--- src/rtl/fqs_pkg.sv ---
`timescale 1ns / 1ps
// ---------------------------------------------------------------------------
// fqs_pkg
// Shared types and constants for the fifo queue with search.
// ---------------------------------------------------------------------------
package fqs_pkg;

  localparam int DEPTH  = 16;
  localparam int IDX_W  = $clog2(DEPTH);
  localparam int CNT_W  = $clog2(DEPTH + 1);
  localparam int DATA_W = 32;
  localparam int DIST_W = 4;

  typedef enum logic [1:0] {
    REQ_PUSH   = 2'd0,
    REQ_POP    = 2'd1,
    REQ_PEEK   = 2'd2,
    REQ_SEARCH = 2'd3
  } req_t;

  localparam logic [1:0] ST_OK    = 2'd0;
  localparam logic [1:0] ST_EMPTY = 2'd1;
  localparam logic [1:0] ST_FULL  = 2'd2;

  typedef enum logic [1:0] {
    S_IDLE = 2'b01,
    S_SRCH = 2'b10
  } state_t;

  typedef struct packed {
    logic [1:0]               req_type;
    logic signed [DATA_W-1:0] value;
  } in_beat_t;

  typedef struct packed {
    logic signed [DATA_W-1:0] data;
    logic                     found;
    logic [DIST_W-1:0]        distance;
    logic                     is_empty;
    logic [1:0]               status;
  } out_beat_t;

  typedef struct packed {
    logic                     shift;
    logic                     search;
    logic signed [DATA_W-1:0] key;
  } cell_ctl_t;

endpackage

--- src/rtl/fqs_cell.sv ---
`timescale 1ns / 1ps
// ---------------------------------------------------------------------------
// fqs_cell
// One queue slot: loads a pushed value, takes its neighbor's value on a pop,
// and registers a compare against the search key.
// ---------------------------------------------------------------------------
module fqs_cell
  import fqs_pkg::*;
(
  input  logic                     clk,
  input  logic                     rst_n,
  input  cell_ctl_t                ctl,
  input  logic                     load,
  input  logic                     live,
  input  logic signed [DATA_W-1:0] nbr_value,
  output logic signed [DATA_W-1:0] value,
  output logic                     hit
);

  logic signed [DATA_W-1:0] value_r, value_nxt;
  logic                     hit_r, hit_nxt;

  always_comb begin
    value_nxt = value_r;
    if (load) begin
      value_nxt = ctl.key;
    end else if (ctl.shift) begin
      value_nxt = nbr_value;
    end
  end

  always_comb begin
    hit_nxt = hit_r;
    if (ctl.search) begin
      hit_nxt = live && (value_r == ctl.key);
    end
  end

  always_ff @(posedge clk) begin
    value_r <= value_nxt;
  end

  always_ff @(posedge clk) begin
    if (!rst_n) begin
      hit_r <= 1'b0;
    end else begin
      hit_r <= hit_nxt;
    end
  end

  assign value = value_r;
  assign hit   = hit_r;

endmodule

--- src/rtl/fqs_prienc.sv ---
`timescale 1ns / 1ps
// ---------------------------------------------------------------------------
// fqs_prienc
// Priority encoder over the cell hit flags: lowest hit is nearest the head.
// ---------------------------------------------------------------------------
module fqs_prienc
  import fqs_pkg::*;
(
  input  logic [DEPTH-1:0] hits,
  output logic             found,
  output logic [IDX_W-1:0] idx
);

  always_comb begin
    idx = '0;
    for (int i = DEPTH - 1; i >= 0; i--) begin
      if (hits[i]) begin
        idx = IDX_W'(i);
      end
    end
  end

  assign found = |hits;

endmodule

--- src/rtl/fifo_queue_with_search_core.sv ---
`timescale 1ns / 1ps
// ---------------------------------------------------------------------------
// fifo_queue_with_search_core
// Bounded fifo of signed 32-bit values with push, pop, peek and search.
// ---------------------------------------------------------------------------
// The queue is a row of DEPTH cells with the head always in cell 0: push
// writes the cell at the fill count, pop shifts every cell one place toward
// the head. Push, pop and peek beats can be taken every cycle while the
// output register is free. A search has all cells compare against the key,
// then the priority encoder picks the hit nearest the head; the next beat
// is taken once the search result is registered. One result beat is
// produced per request, held in an output register.
module fifo_queue_with_search_core
  import fqs_pkg::*;
(
  input  logic      clk,
  input  logic      rst_n,
  input  logic      in_valid,
  output logic      in_stall,
  input  in_beat_t  in_data,
  output logic      out_valid,
  input  logic      out_stall,
  output out_beat_t out_data
);

  state_t                   state_r, state_nxt;
  logic [CNT_W-1:0]         fill_r, fill_nxt;
  logic                     out_valid_r, out_valid_nxt;
  out_beat_t                out_data_r, out_data_nxt;
  logic                     out_free;
  logic                     accept;
  logic                     is_push, is_pop, is_peek, is_search;
  logic                     full, empty;
  cell_ctl_t                ctl;
  logic signed [DATA_W-1:0] cell_val [DEPTH];
  logic [DEPTH-1:0]         hits;
  logic                     enc_found;
  logic [IDX_W-1:0]         enc_idx;

  assign out_free  = !out_valid_r || !out_stall;
  assign in_stall  = (state_r != S_IDLE) || !out_free;
  assign accept    = in_valid && !in_stall;
  assign is_push   = in_data.req_type == REQ_PUSH;
  assign is_pop    = in_data.req_type == REQ_POP;
  assign is_peek   = in_data.req_type == REQ_PEEK;
  assign is_search = in_data.req_type == REQ_SEARCH;
  assign full      = fill_r == CNT_W'(DEPTH);
  assign empty     = fill_r == '0;

  assign ctl.shift  = accept && is_pop && !empty;
  assign ctl.search = accept && is_search;
  assign ctl.key    = in_data.value;

  for (genvar i = 0; i < DEPTH; i++) begin : g_cell
    logic signed [DATA_W-1:0] nbr;
    if (i == DEPTH - 1) begin : g_last
      assign nbr = cell_val[i];
    end else begin : g_mid
      assign nbr = cell_val[i+1];
    end
    fqs_cell u_cell (
      .clk       (clk),
      .rst_n     (rst_n),
      .ctl       (ctl),
      .load      (accept && is_push && (fill_r == CNT_W'(i))),
      .live      (CNT_W'(i) < fill_r),
      .nbr_value (nbr),
      .value     (cell_val[i]),
      .hit       (hits[i])
    );
  end

  fqs_prienc u_prienc (
    .hits  (hits),
    .found (enc_found),
    .idx   (enc_idx)
  );

  always_comb begin
    fill_nxt      = fill_r;
    state_nxt     = state_r;
    out_valid_nxt = out_valid_r;
    out_data_nxt  = out_data_r;
    if (out_valid_r && !out_stall) begin
      out_valid_nxt = 1'b0;
    end
    case (state_r)
      S_IDLE: begin
        if (accept) begin
          if (is_search) begin
            state_nxt = S_SRCH;
          end else begin
            out_data_nxt = '0;
            if (is_push) begin
              if (full) begin
                out_data_nxt.status = ST_FULL;
              end else begin
                fill_nxt = fill_r + 1'b1;
              end
            end else if (is_pop || is_peek) begin
              if (empty) begin
                out_data_nxt.status = ST_EMPTY;
              end else begin
                out_data_nxt.data = cell_val[0];
                if (is_pop) begin
                  fill_nxt = fill_r - 1'b1;
                end
              end
            end
            out_data_nxt.is_empty = fill_nxt == '0;
            out_valid_nxt         = 1'b1;
          end
        end
      end
      S_SRCH: begin
        if (out_free) begin
          out_data_nxt          = '0;
          out_data_nxt.found    = enc_found;
          out_data_nxt.distance = enc_found ? DIST_W'(enc_idx) : '0;
          out_data_nxt.is_empty = empty;
          out_data_nxt.status   = ST_OK;
          out_valid_nxt         = 1'b1;
          state_nxt             = S_IDLE;
        end
      end
      default: begin
        state_nxt = S_IDLE;
      end
    endcase
  end

  always_ff @(posedge clk) begin
    if (!rst_n) begin
      state_r     <= S_IDLE;
      fill_r      <= '0;
      out_valid_r <= 1'b0;
    end else begin
      state_r     <= state_nxt;
      fill_r      <= fill_nxt;
      out_valid_r <= out_valid_nxt;
    end
  end

  always_ff @(posedge clk) begin
    out_data_r <= out_data_nxt;
  end

  assign out_valid = out_valid_r;
  assign out_data  = out_data_r;

endmodule

--- config.mk ---
export PLATFORM = sky130hd
export DESIGN_NAME = fifo_queue_with_search_core
export DESIGN_NICKNAME = d
export VERILOG_FILES = /design/src/rtl/fqs_pkg.sv /design/src/rtl/fqs_cell.sv /design/src/rtl/fqs_prienc.sv /design/src/rtl/fifo_queue_with_search_core.sv
export SDC_FILE = /design/constraint.sdc
export NUM_CORES = 1
export LEC_CHECK = 0
export ABC_CLOCK_PERIOD_IN_PS = 8290
export BUFFER_PORTS_ARGS = -buffer_cell sky130_fd_sc_hd__buf_4
export CAP_MARGIN = 25
export CORE_MARGIN = 2
export CORE_UTILIZATION = 60
export CTS_CLUSTER_DIAMETER = 40
export CTS_CLUSTER_SIZE = 25
export DETAILED_ROUTE_END_ITERATION = 16
export MAX_ROUTING_LAYER = met4
export PLACE_DENSITY = 0.74
export SYNTH_ARGS = -nofsm -noshare
export SYNTH_HDL_FRONTEND = slang
export SYNTH_SLANG_ARGS = --single-unit
export TNS_END_PERCENT = 1
--- constraint.sdc ---
create_clock -name clk -period 8.29 [get_ports clk]
set_clock_uncertainty 0.05 [all_clocks]
set_input_delay 0.829 -clock clk [delete_from_list [all_inputs] [get_ports clk]]
set_output_delay 0.829 -clock clk [all_outputs]
set_load 0.02 [all_outputs]
### After elaboration in Yosys (flattened, before gate mapping)

Cells that the tools add are included.

* flip-flop bits (word level): 576
* input bits: 38
* output and inout bits: 42

* add/subtract/negate cells: 2
* order comparisons: 16
* equal/unequal tests: 42
* multiplexer cells: 75
* bitwise gates (word level): 1
* reduce and logical (&&, ||, !) cells: 69

Operators with widths (number)
* two-way mux 32 bit: 33
* == test 32 bit: 16
* two-way mux 40 bit: 3
* case mux 40 bit (2 select lines): 1
* two-way mux 4 bit: 17
* == test 5 x 4 -> 1 bit, second input constant: 8
* less-than comparator 4 x 5 -> 1 bit, first input constant: 8
* two-way mux 5 bit: 8
* logical AND 1 bit: 38
* nonzero test 2 bit: 16
* == test 5 x 3 -> 1 bit, second input constant: 4
* less-than comparator 3 x 5 -> 1 bit, first input constant: 4
* OR reduction 16 bit: 1
* == test 5 x 2 -> 1 bit, second input constant: 2
* logical NOT 5 bit: 2
* less-than comparator 1 x 5 -> 1 bit, first input constant: 2
* less-than comparator 2 x 5 -> 1 bit, first input constant: 2
* two-way mux 2 bit: 5
* != test 2 bit, second input constant: 4
* == test 2 bit, second input constant: 3
* two-way mux 1 bit: 6
* AND reduction 3 bit: 2
* adder 5 x 1 -> 5 bit, second input constant: 1
* == test 5 x 1 -> 1 bit, second input constant: 1
* other kinds (11): 18

### Longest topological paths before layout

Gate-level depths: netlist of the first run.

* word-level depth: 19
* mapped depth: 9
* mapped depth without buffers: 8

### Hierarchy

A second synthesis of the first run with hierarchy kept.

* cell total of the unflattened synthesis: 2128
* area total of the unflattened synthesis: 30381.6 sq um

Modules (own cells, without submodules)
* fqs_cell: instances 16, cells an instance 116, area each 1731.7 sq um, sequential area each 980.9 sq um
* fifo_queue_with_search_core: instances 1, cells an instance 238, area each 2498.6 sq um, sequential area each 1361.3 sq um
* fqs_prienc: instances 1, cells an instance 34, area each 176.4 sq um, sequential area each 0.0 sq um

### Least setup slack after synthesis of the first run

Ideal clock, no wire load.

* path type: in2reg
* start point: input port in_data[33] in the netlist's numbering
* end point: register g_cell[15].u_cell.value_r[0], enable pin
* library setup time: 501 ps
* arrival time: 4446 ps
* slack: 3293 ps
* stages on the path: 5
* path buffers: 1
* cell sequence: inv_1 ha_1 buf_2 nand4_4 nor4_1

* longest elaborated chain between the ends: 3

RTL lines
* from (decl): line fifo_queue_with_search_core.sv:20 `input in_beat_t in_data,`
* logical NOT 2 bit: line fifo_queue_with_search_core.sv:43 `assign is_push = in_data.req_type == REQ_PUSH;`
* logical AND 1 bit (2 in a row): line fifo_queue_with_search_core.sv:65 `.load (accept && is_push && (fill_r == CNT_W'(i))),`
* net g_cell[15].u_cell.load: line fqs_cell.sv:13 `input logic load,`
* to (signal assigned): line fqs_cell.sv:40 `value_r <= value_nxt;`
* to (decl): line fqs_cell.sv:20 `logic signed [DATA_W-1:0] value_r, value_nxt;`

The timed path passes the listed nets, and every way through them passes these cells.
A chain may end at the register's enable or synchronous reset.

### Worst setup path after layout of the first run

* start point: register fill_r[1]
* end point: register g_cell[2].u_cell.value_r[6], enable pin

* longest elaborated chain between the ends: 4
* elaborated cells between the ends (all ways): 6
* those cells by class: eq/ne (1); reduce/logical (5)

RTL lines
* from (decl): line fifo_queue_with_search_core.sv:27 `logic [CNT_W-1:0] fill_r, fill_nxt;`
* from (signal assigned): line fifo_queue_with_search_core.sv:139 `fill_r <= fill_nxt;`
* logical NOT 5 bit: line fifo_queue_with_search_core.sv:48 `assign empty = fill_r == '0;`
* logical NOT 1 bit: line fifo_queue_with_search_core.sv:50 `assign ctl.shift = accept && is_pop && !empty;`
* logical AND 1 bit: line fifo_queue_with_search_core.sv:50
* nonzero test 2 bit (no source line) (*)
* to (signal assigned): line fqs_cell.sv:40
* to (decl): line fqs_cell.sv:20

Every way passes the cells marked *; elsewhere a longest branch is shown, timed or not.

==> metrics, run 1 <==
drt first pass iters=5; DP Cell Count=between 2000 and 3000; Tot Pwr=around 0.0077 W; commonest non-fill, non-tap cell in the layout=edfxtp_1; wire length per cell=27.2 um; Storage cell area=17100 um^2; Nets=2243; H-Tree Depth=3; total gr overflow=0; Pleak=11.5 nW; # rows=82; worst min-delay path class=in -> reg; WP data required=between 8 and 9 ns; Startpoint Class=flip-flop; # IOs=80; layout cells sized above 1=0.328; post-route insts no fill=between 2000 and 3000; Setup Buffers After CTS=0; Fin Setup TNS=0 ns; slowest CP cell=nand2_1; vias=18100; Top delay family on crit path=simple AND/OR/NAND/NOR gates; Antenna Nets Post-Route=0; CP Max Fanout=17; clock buffer depth=3; XOR/XNOR share of the synthesized area=0.146; overall routing resource usage=0.316; Slew @ Worst Pin=approximately 1.1 ns; die footprint=52700 um^2; number of buffers created by CTS=85; DRC viols=0; initial antenna violation count=5; DPL Wire Length=~52 mm; crit path buf inv count=2; Seq/Total Area, Yosys=0.559; WP data arrival=~3.9 ns; Starting Density=0.608; minimum clock period=3.66 ns; vias in the first global route=18800; number of port buffers=79; largest family of logic cells by synthesized area=multiplexers; largest net degree at the start of global routing=41; clk sinks=576; Root Buffer=clkbuf_16; final hold vios=0; register bit total from synthesis=around 580; Die Ht=~230 um; area occupied by multi-input gates=12500 um^2; Post-Synth Simple-Gate Area=0.0653; Area Overhead vs Synth=12.8%; Iter 0 DRT Violations=1863; syn_nets=2230; Final setup viols=0; Compound-Gate Fraction of Synth Area=0.0164; max incr delay on CP=0.88 ns; Slew headroom=0.292; Adder-Cell Fraction of Synth Area=0.00410; Max VDD drop=0.153 mV; first-pass GRT wire length=119 mm; CTS resizes=0; Syn Std Cell Area=between 30000 and 40000 um^2; clock transition at the registers of the reported paths=around 0.06 ns; Fill cells=3408; asr flop ratio synth=0; Top FF cell, synth=edfxtp_1; routability cong.=0.907; CP Class=reg -> reg; RSZ-0062 raised after global routing=no; status=completed; syn avg cell area=14.0 um^2; YS warnings=0; Power Density=approximately 220 nW/um^2; CTS Hold Bufs=0; CP endpoint kind=flip-flop; cell count after synthesis=around 2200; FMAX=roughly 270 MHz; WL final=80.0 mm; EDFF count, synth=between 500 and 600; via/cell ratio=6.15; CTS tree=built; Final period util=0.441; Max-Cap Viols=0; die width=230 um; CP cell instances=inv_2, ha_1, or4b_1, nand3_1, nand2_1, buf_8; Netlist cell types=66; commonest cells after routing, fill and taps aside=edfxtp_1, mux2_2, xnor2_1; clock latency on the worst-skew pair=0.62 ns; mux share of post-synthesis cell area=0.177; core area=50200 um^2; Slew Limit Fails=0
## stage by stage
stage | utilization | worst slack [ns] | area (um^2) | hold slack, ns
2_1_floorplan | - | 3.29 | 30500 | 0.377
3_5_place_dp | 0.626 | 4.30 | 31400 | 0.402
6_report | 0.686 | 4.63 | 34400 | 0.410
3_3_place_gp | 0.625 | 3.95 | 31300 | 0.395
5_1_grt | 0.686 | 4.43 | 34400 | 0.402
4_1_cts | 0.686 | 4.61 | 34400 | 0.391
## metal layers
layer	track usage	vias to the layer above	wire length, um	share of wire
met5	-	-	0	0
met4	0.112	0	2790	0.035
met3	0.0725	200	6710	0.084
met2	0.499	783	38400	0.48
met1	0.403	9015	32100	0.40
li1	-	8057	-	-
## worst reg2reg max path, stage by stage, from the launching register on
cell and delay, ns:
dfxtp_1 0.69, inv_2 0.25, ha_1 0.35, or4b_1 0.26, nand3_1 0.61, nand2_1 0.88
buf_8 0.26
## final timing paths
| path | slack, ns | to | depth (start not counted) | start |
|---|---|---|---|---|
| worst max-delay path | 4.63 | g_cell[2].u_cell.value[6] | 6 | fill_r[1] |
| worst min-delay path | 0.41 | g_cell[15].u_cell.value[23] | 1 | in_data[23] |
| worst max register to register | 4.63 | g_cell[2].u_cell.value[6] | 6 | fill_r[1] |
| worst min register to register | 0.41 | g_cell[15].u_cell.hit | 2 | g_cell[15].u_cell.hit |
## cells in the mapped netlist, drive strengths merged (6+ instances only)
library cell / n / area (um^2)
a2111oi: 6 / 52.6
a21oi: 8 / 40.0
and2: 36 / 225
buf: 93 / 539
clkbuf: 101 / 379
dfxtp: 24 / 480
edfxtp: 552 / 16600
ha: 10 / 125
inv: 16 / 60.1
mux2: 480 / 5410
nand2: 49 / 189
nand2b: 9 / 56.3
nand3: 14 / 87.6
nand4: 86 / 553
nor2: 26 / 105
nor2b: 8 / 50.1
nor3: 8 / 40.0
nor4: 76 / 536
o21ai: 14 / 70.1
xnor2: 292 / 2560
xor2: 216 / 1890
## cells by family after synthesis
group	Yosys count
flops	576
buf+inv	210
mux	481
fa+ha+maj	10
xor+xnor	508
simple gates	330
compound gates	67
## layout make-up
type / count / share of cell area
Antenna cell: 2 / 0.000145
Timing Repair Buffer: 120 / 0.0277
Inverter: 16 / 0.00174
Clock buffer: 102 / 0.0670
Clock inverter: 52 / 0.0202
Multi-Input combinational cell: 1396 / 0.363
Tap cell: 672 / 0.0244
Sequential cell: 576 / 0.495
## power by group
part / internal (W) / switching (W)
clock network: 0.00241 / 0.00137
logic: 0.000223 / 0.000379
registers: 0.00329 / 0.0000679
## state kept, by name, indices dropped and copies added, names as in the netlist
name                 cells
state_r                  2
fill_r                   5
out_valid                1
g_cell.u_cell.hit       16
out_data                40
g_cell.u_cell.value    512
Note: power is estimated with default switching activity, not from simulation.
==> run 2: changes to the inputs <==
--- a/config.mk
+++ b/config.mk
@@ -5,7 +5,7 @@
 export SDC_FILE = /design/constraint.sdc
 export NUM_CORES = 1
 export LEC_CHECK = 0
-export ABC_CLOCK_PERIOD_IN_PS = 8290
+export ABC_CLOCK_PERIOD_IN_PS = 3500
 export BUFFER_PORTS_ARGS = -buffer_cell sky130_fd_sc_hd__buf_4
 export CAP_MARGIN = 25
 export CORE_MARGIN = 2
==> constraint.sdc (replaced) <==
create_clock -name clk -period 3.5 [get_ports clk]
set_clock_uncertainty 0.05 [all_clocks]
set_input_delay 0.35 -clock clk [delete_from_list [all_inputs] [get_ports clk]]
set_output_delay 0.35 -clock clk [all_outputs]
set_load 0.02 [all_outputs]
==> run 2 against run 1 <==
Sequential share of layout area shrank 0.36 points. Core utilization grew 0.51 points. Critical path depth grew 1. Sequential power grew 140%. Setup slack lost 4.0 ns. Die area is the same. First-iteration DRC count grew 4.3%. Largest cell class unchanged. Largest power group unchanged. Highest routed layer unchanged.
==> metrics, run 2 (synthesis results as in run 1) <==
R2R depth=7; via/cell ratio=approximately 6.3; Final setup viols=0; final setup margin=0.611 ns; total gr overflow=0; core area=50200 um^2; Slew headroom=0.495; DRC viols=0; Final period util=0.825; FMAX=346 MHz; worst min-delay path class=in -> reg; Antenna Cells=0; Placed Instance Area=around 32000 um^2; vias=18500; layout cells sized above 1=0.339; overall routing resource usage=0.320; Nets=2267; CP Class=reg -> reg; Power Density=536 nW/um^2; status=completed; Slew @ Worst Pin=0.750 ns; minimum clock period=2.89 ns; CP endpoint kind=flip-flop; drt first pass iters=6; wire length per cell=27.6 um; RSZ-0062 raised after global routing=no; clock latency on the worst-skew pair=approximately 0.63 ns; largest net degree at the start of global routing=between 40 and 50; number of port buffers=79; Slew Limit Fails=0; number of buffers created by CTS=between 80 and 90; CTS tree=built; first-pass GRT wire length=122 mm; Starting Density=0.608; Root Buffer=clkbuf_16; final hold vios=0; fin util=0.691; WL final=81.9 mm; pre-CTS setup slack=0.667 ns; Iter 0 DRT Violations=~1900; Startpoint Class=flip-flop; initial antenna violation count=1; Setup Buffers After CTS=0; Area Overhead vs Synth=13.6%; Die Ht=230 um; CP Max Fanout=32; Max VDD drop=0.498 mV; DPL Wire Length=53.5 mm; WP data required=3.77 ns; Min-Delay Path Depth=1; # IOs=80; WP data arrival=3.16 ns; Antenna Nets Post-Route=0; commonest cells after routing, fill and taps aside=edfxtp_1, mux2_2, xnor2_1; max reg flops=just over 500; commonest non-fill, non-tap cell in the layout=edfxtp_1; Max-Cap Viols=0; H-Tree Depth=3; Tot Pwr=roughly 0.019 W; vias in the first global route=19000; die footprint=52700 um^2; # rows=82; clock buffer depth=3; routability cong.=0.941; die width=roughly 230 um; final instance area=34700 um^2; clk sinks=576; clock transition at the registers of the reported paths=around 0.05 ns; Pleak=between 10 and 15 nW; worst hold slack=~0.16 ns; CTS resizes=0
[run 2: through the flow]
stage / cells / TNS, ns
6_report: 2964 / 0
5_1_grt: 2964 / 0
4_1_cts: 2964 / 0
3_5_place_dp: 2800 / 0
3_3_place_gp: 2800 / 0
2_1_floorplan: 2182 / -14.49
[run 2: worst paths after layout]
check / startpoint / end / slack, ns
worst max-delay path: fill_r[0] / g_cell[10].u_cell.value[11] / 0.61
worst min-delay path: in_data[31] / g_cell[15].u_cell.value[31] / 0.16
worst max register to register: fill_r[0] / g_cell[10].u_cell.value[11] / 0.61
worst min register to register: g_cell[15].u_cell.hit / g_cell[15].u_cell.hit / 0.40
[run 2: per-layer routing]
layer	wire length (um)	vias to the layer above	GRT usage
li1	-	8104	-
met1	33000	9370	0.419
met2	39500	879	0.505
met3	6670	179	0.0616
met4	2650	0	0.106
met5	0	-	-
[run 2: layout make-up]
| type | count | area [um^2] |
|---|---|---|
| sequential | 576 | 17100 |
| clock buffer | 95 | 2280 |
| tap | 672 | 841 |
| clock inverter | 68 | 826 |
| fill | 3374 | 15500 |
| inverter | 16 | 60.1 |
| timing repair buffer | 141 | 1100 |
| multi-input combinational | 1396 | 12500 |
[run 2: power by group]
part	switching (W)	internal, W
logic	0.000928	0.000539
clock network	0.00342	0.00578
registers	0.000156	0.00778
total	0.00450	0.0141
[run 2: timing repair]
action,CTS,global route
hold endpoints to repair,2,0
endpoints found under the setup margin,0,0
hold buffers,1,0
[run 2: critical path, cell delays in order (launching register included)]
cell and delay, ns:
dfxtp_1 0.45, inv_2 0.36, ha_1 0.42, or4b_1 0.56
nand3_1 0.16, buf_4 0.22, nand2_1 0.08, buf_4 0.28
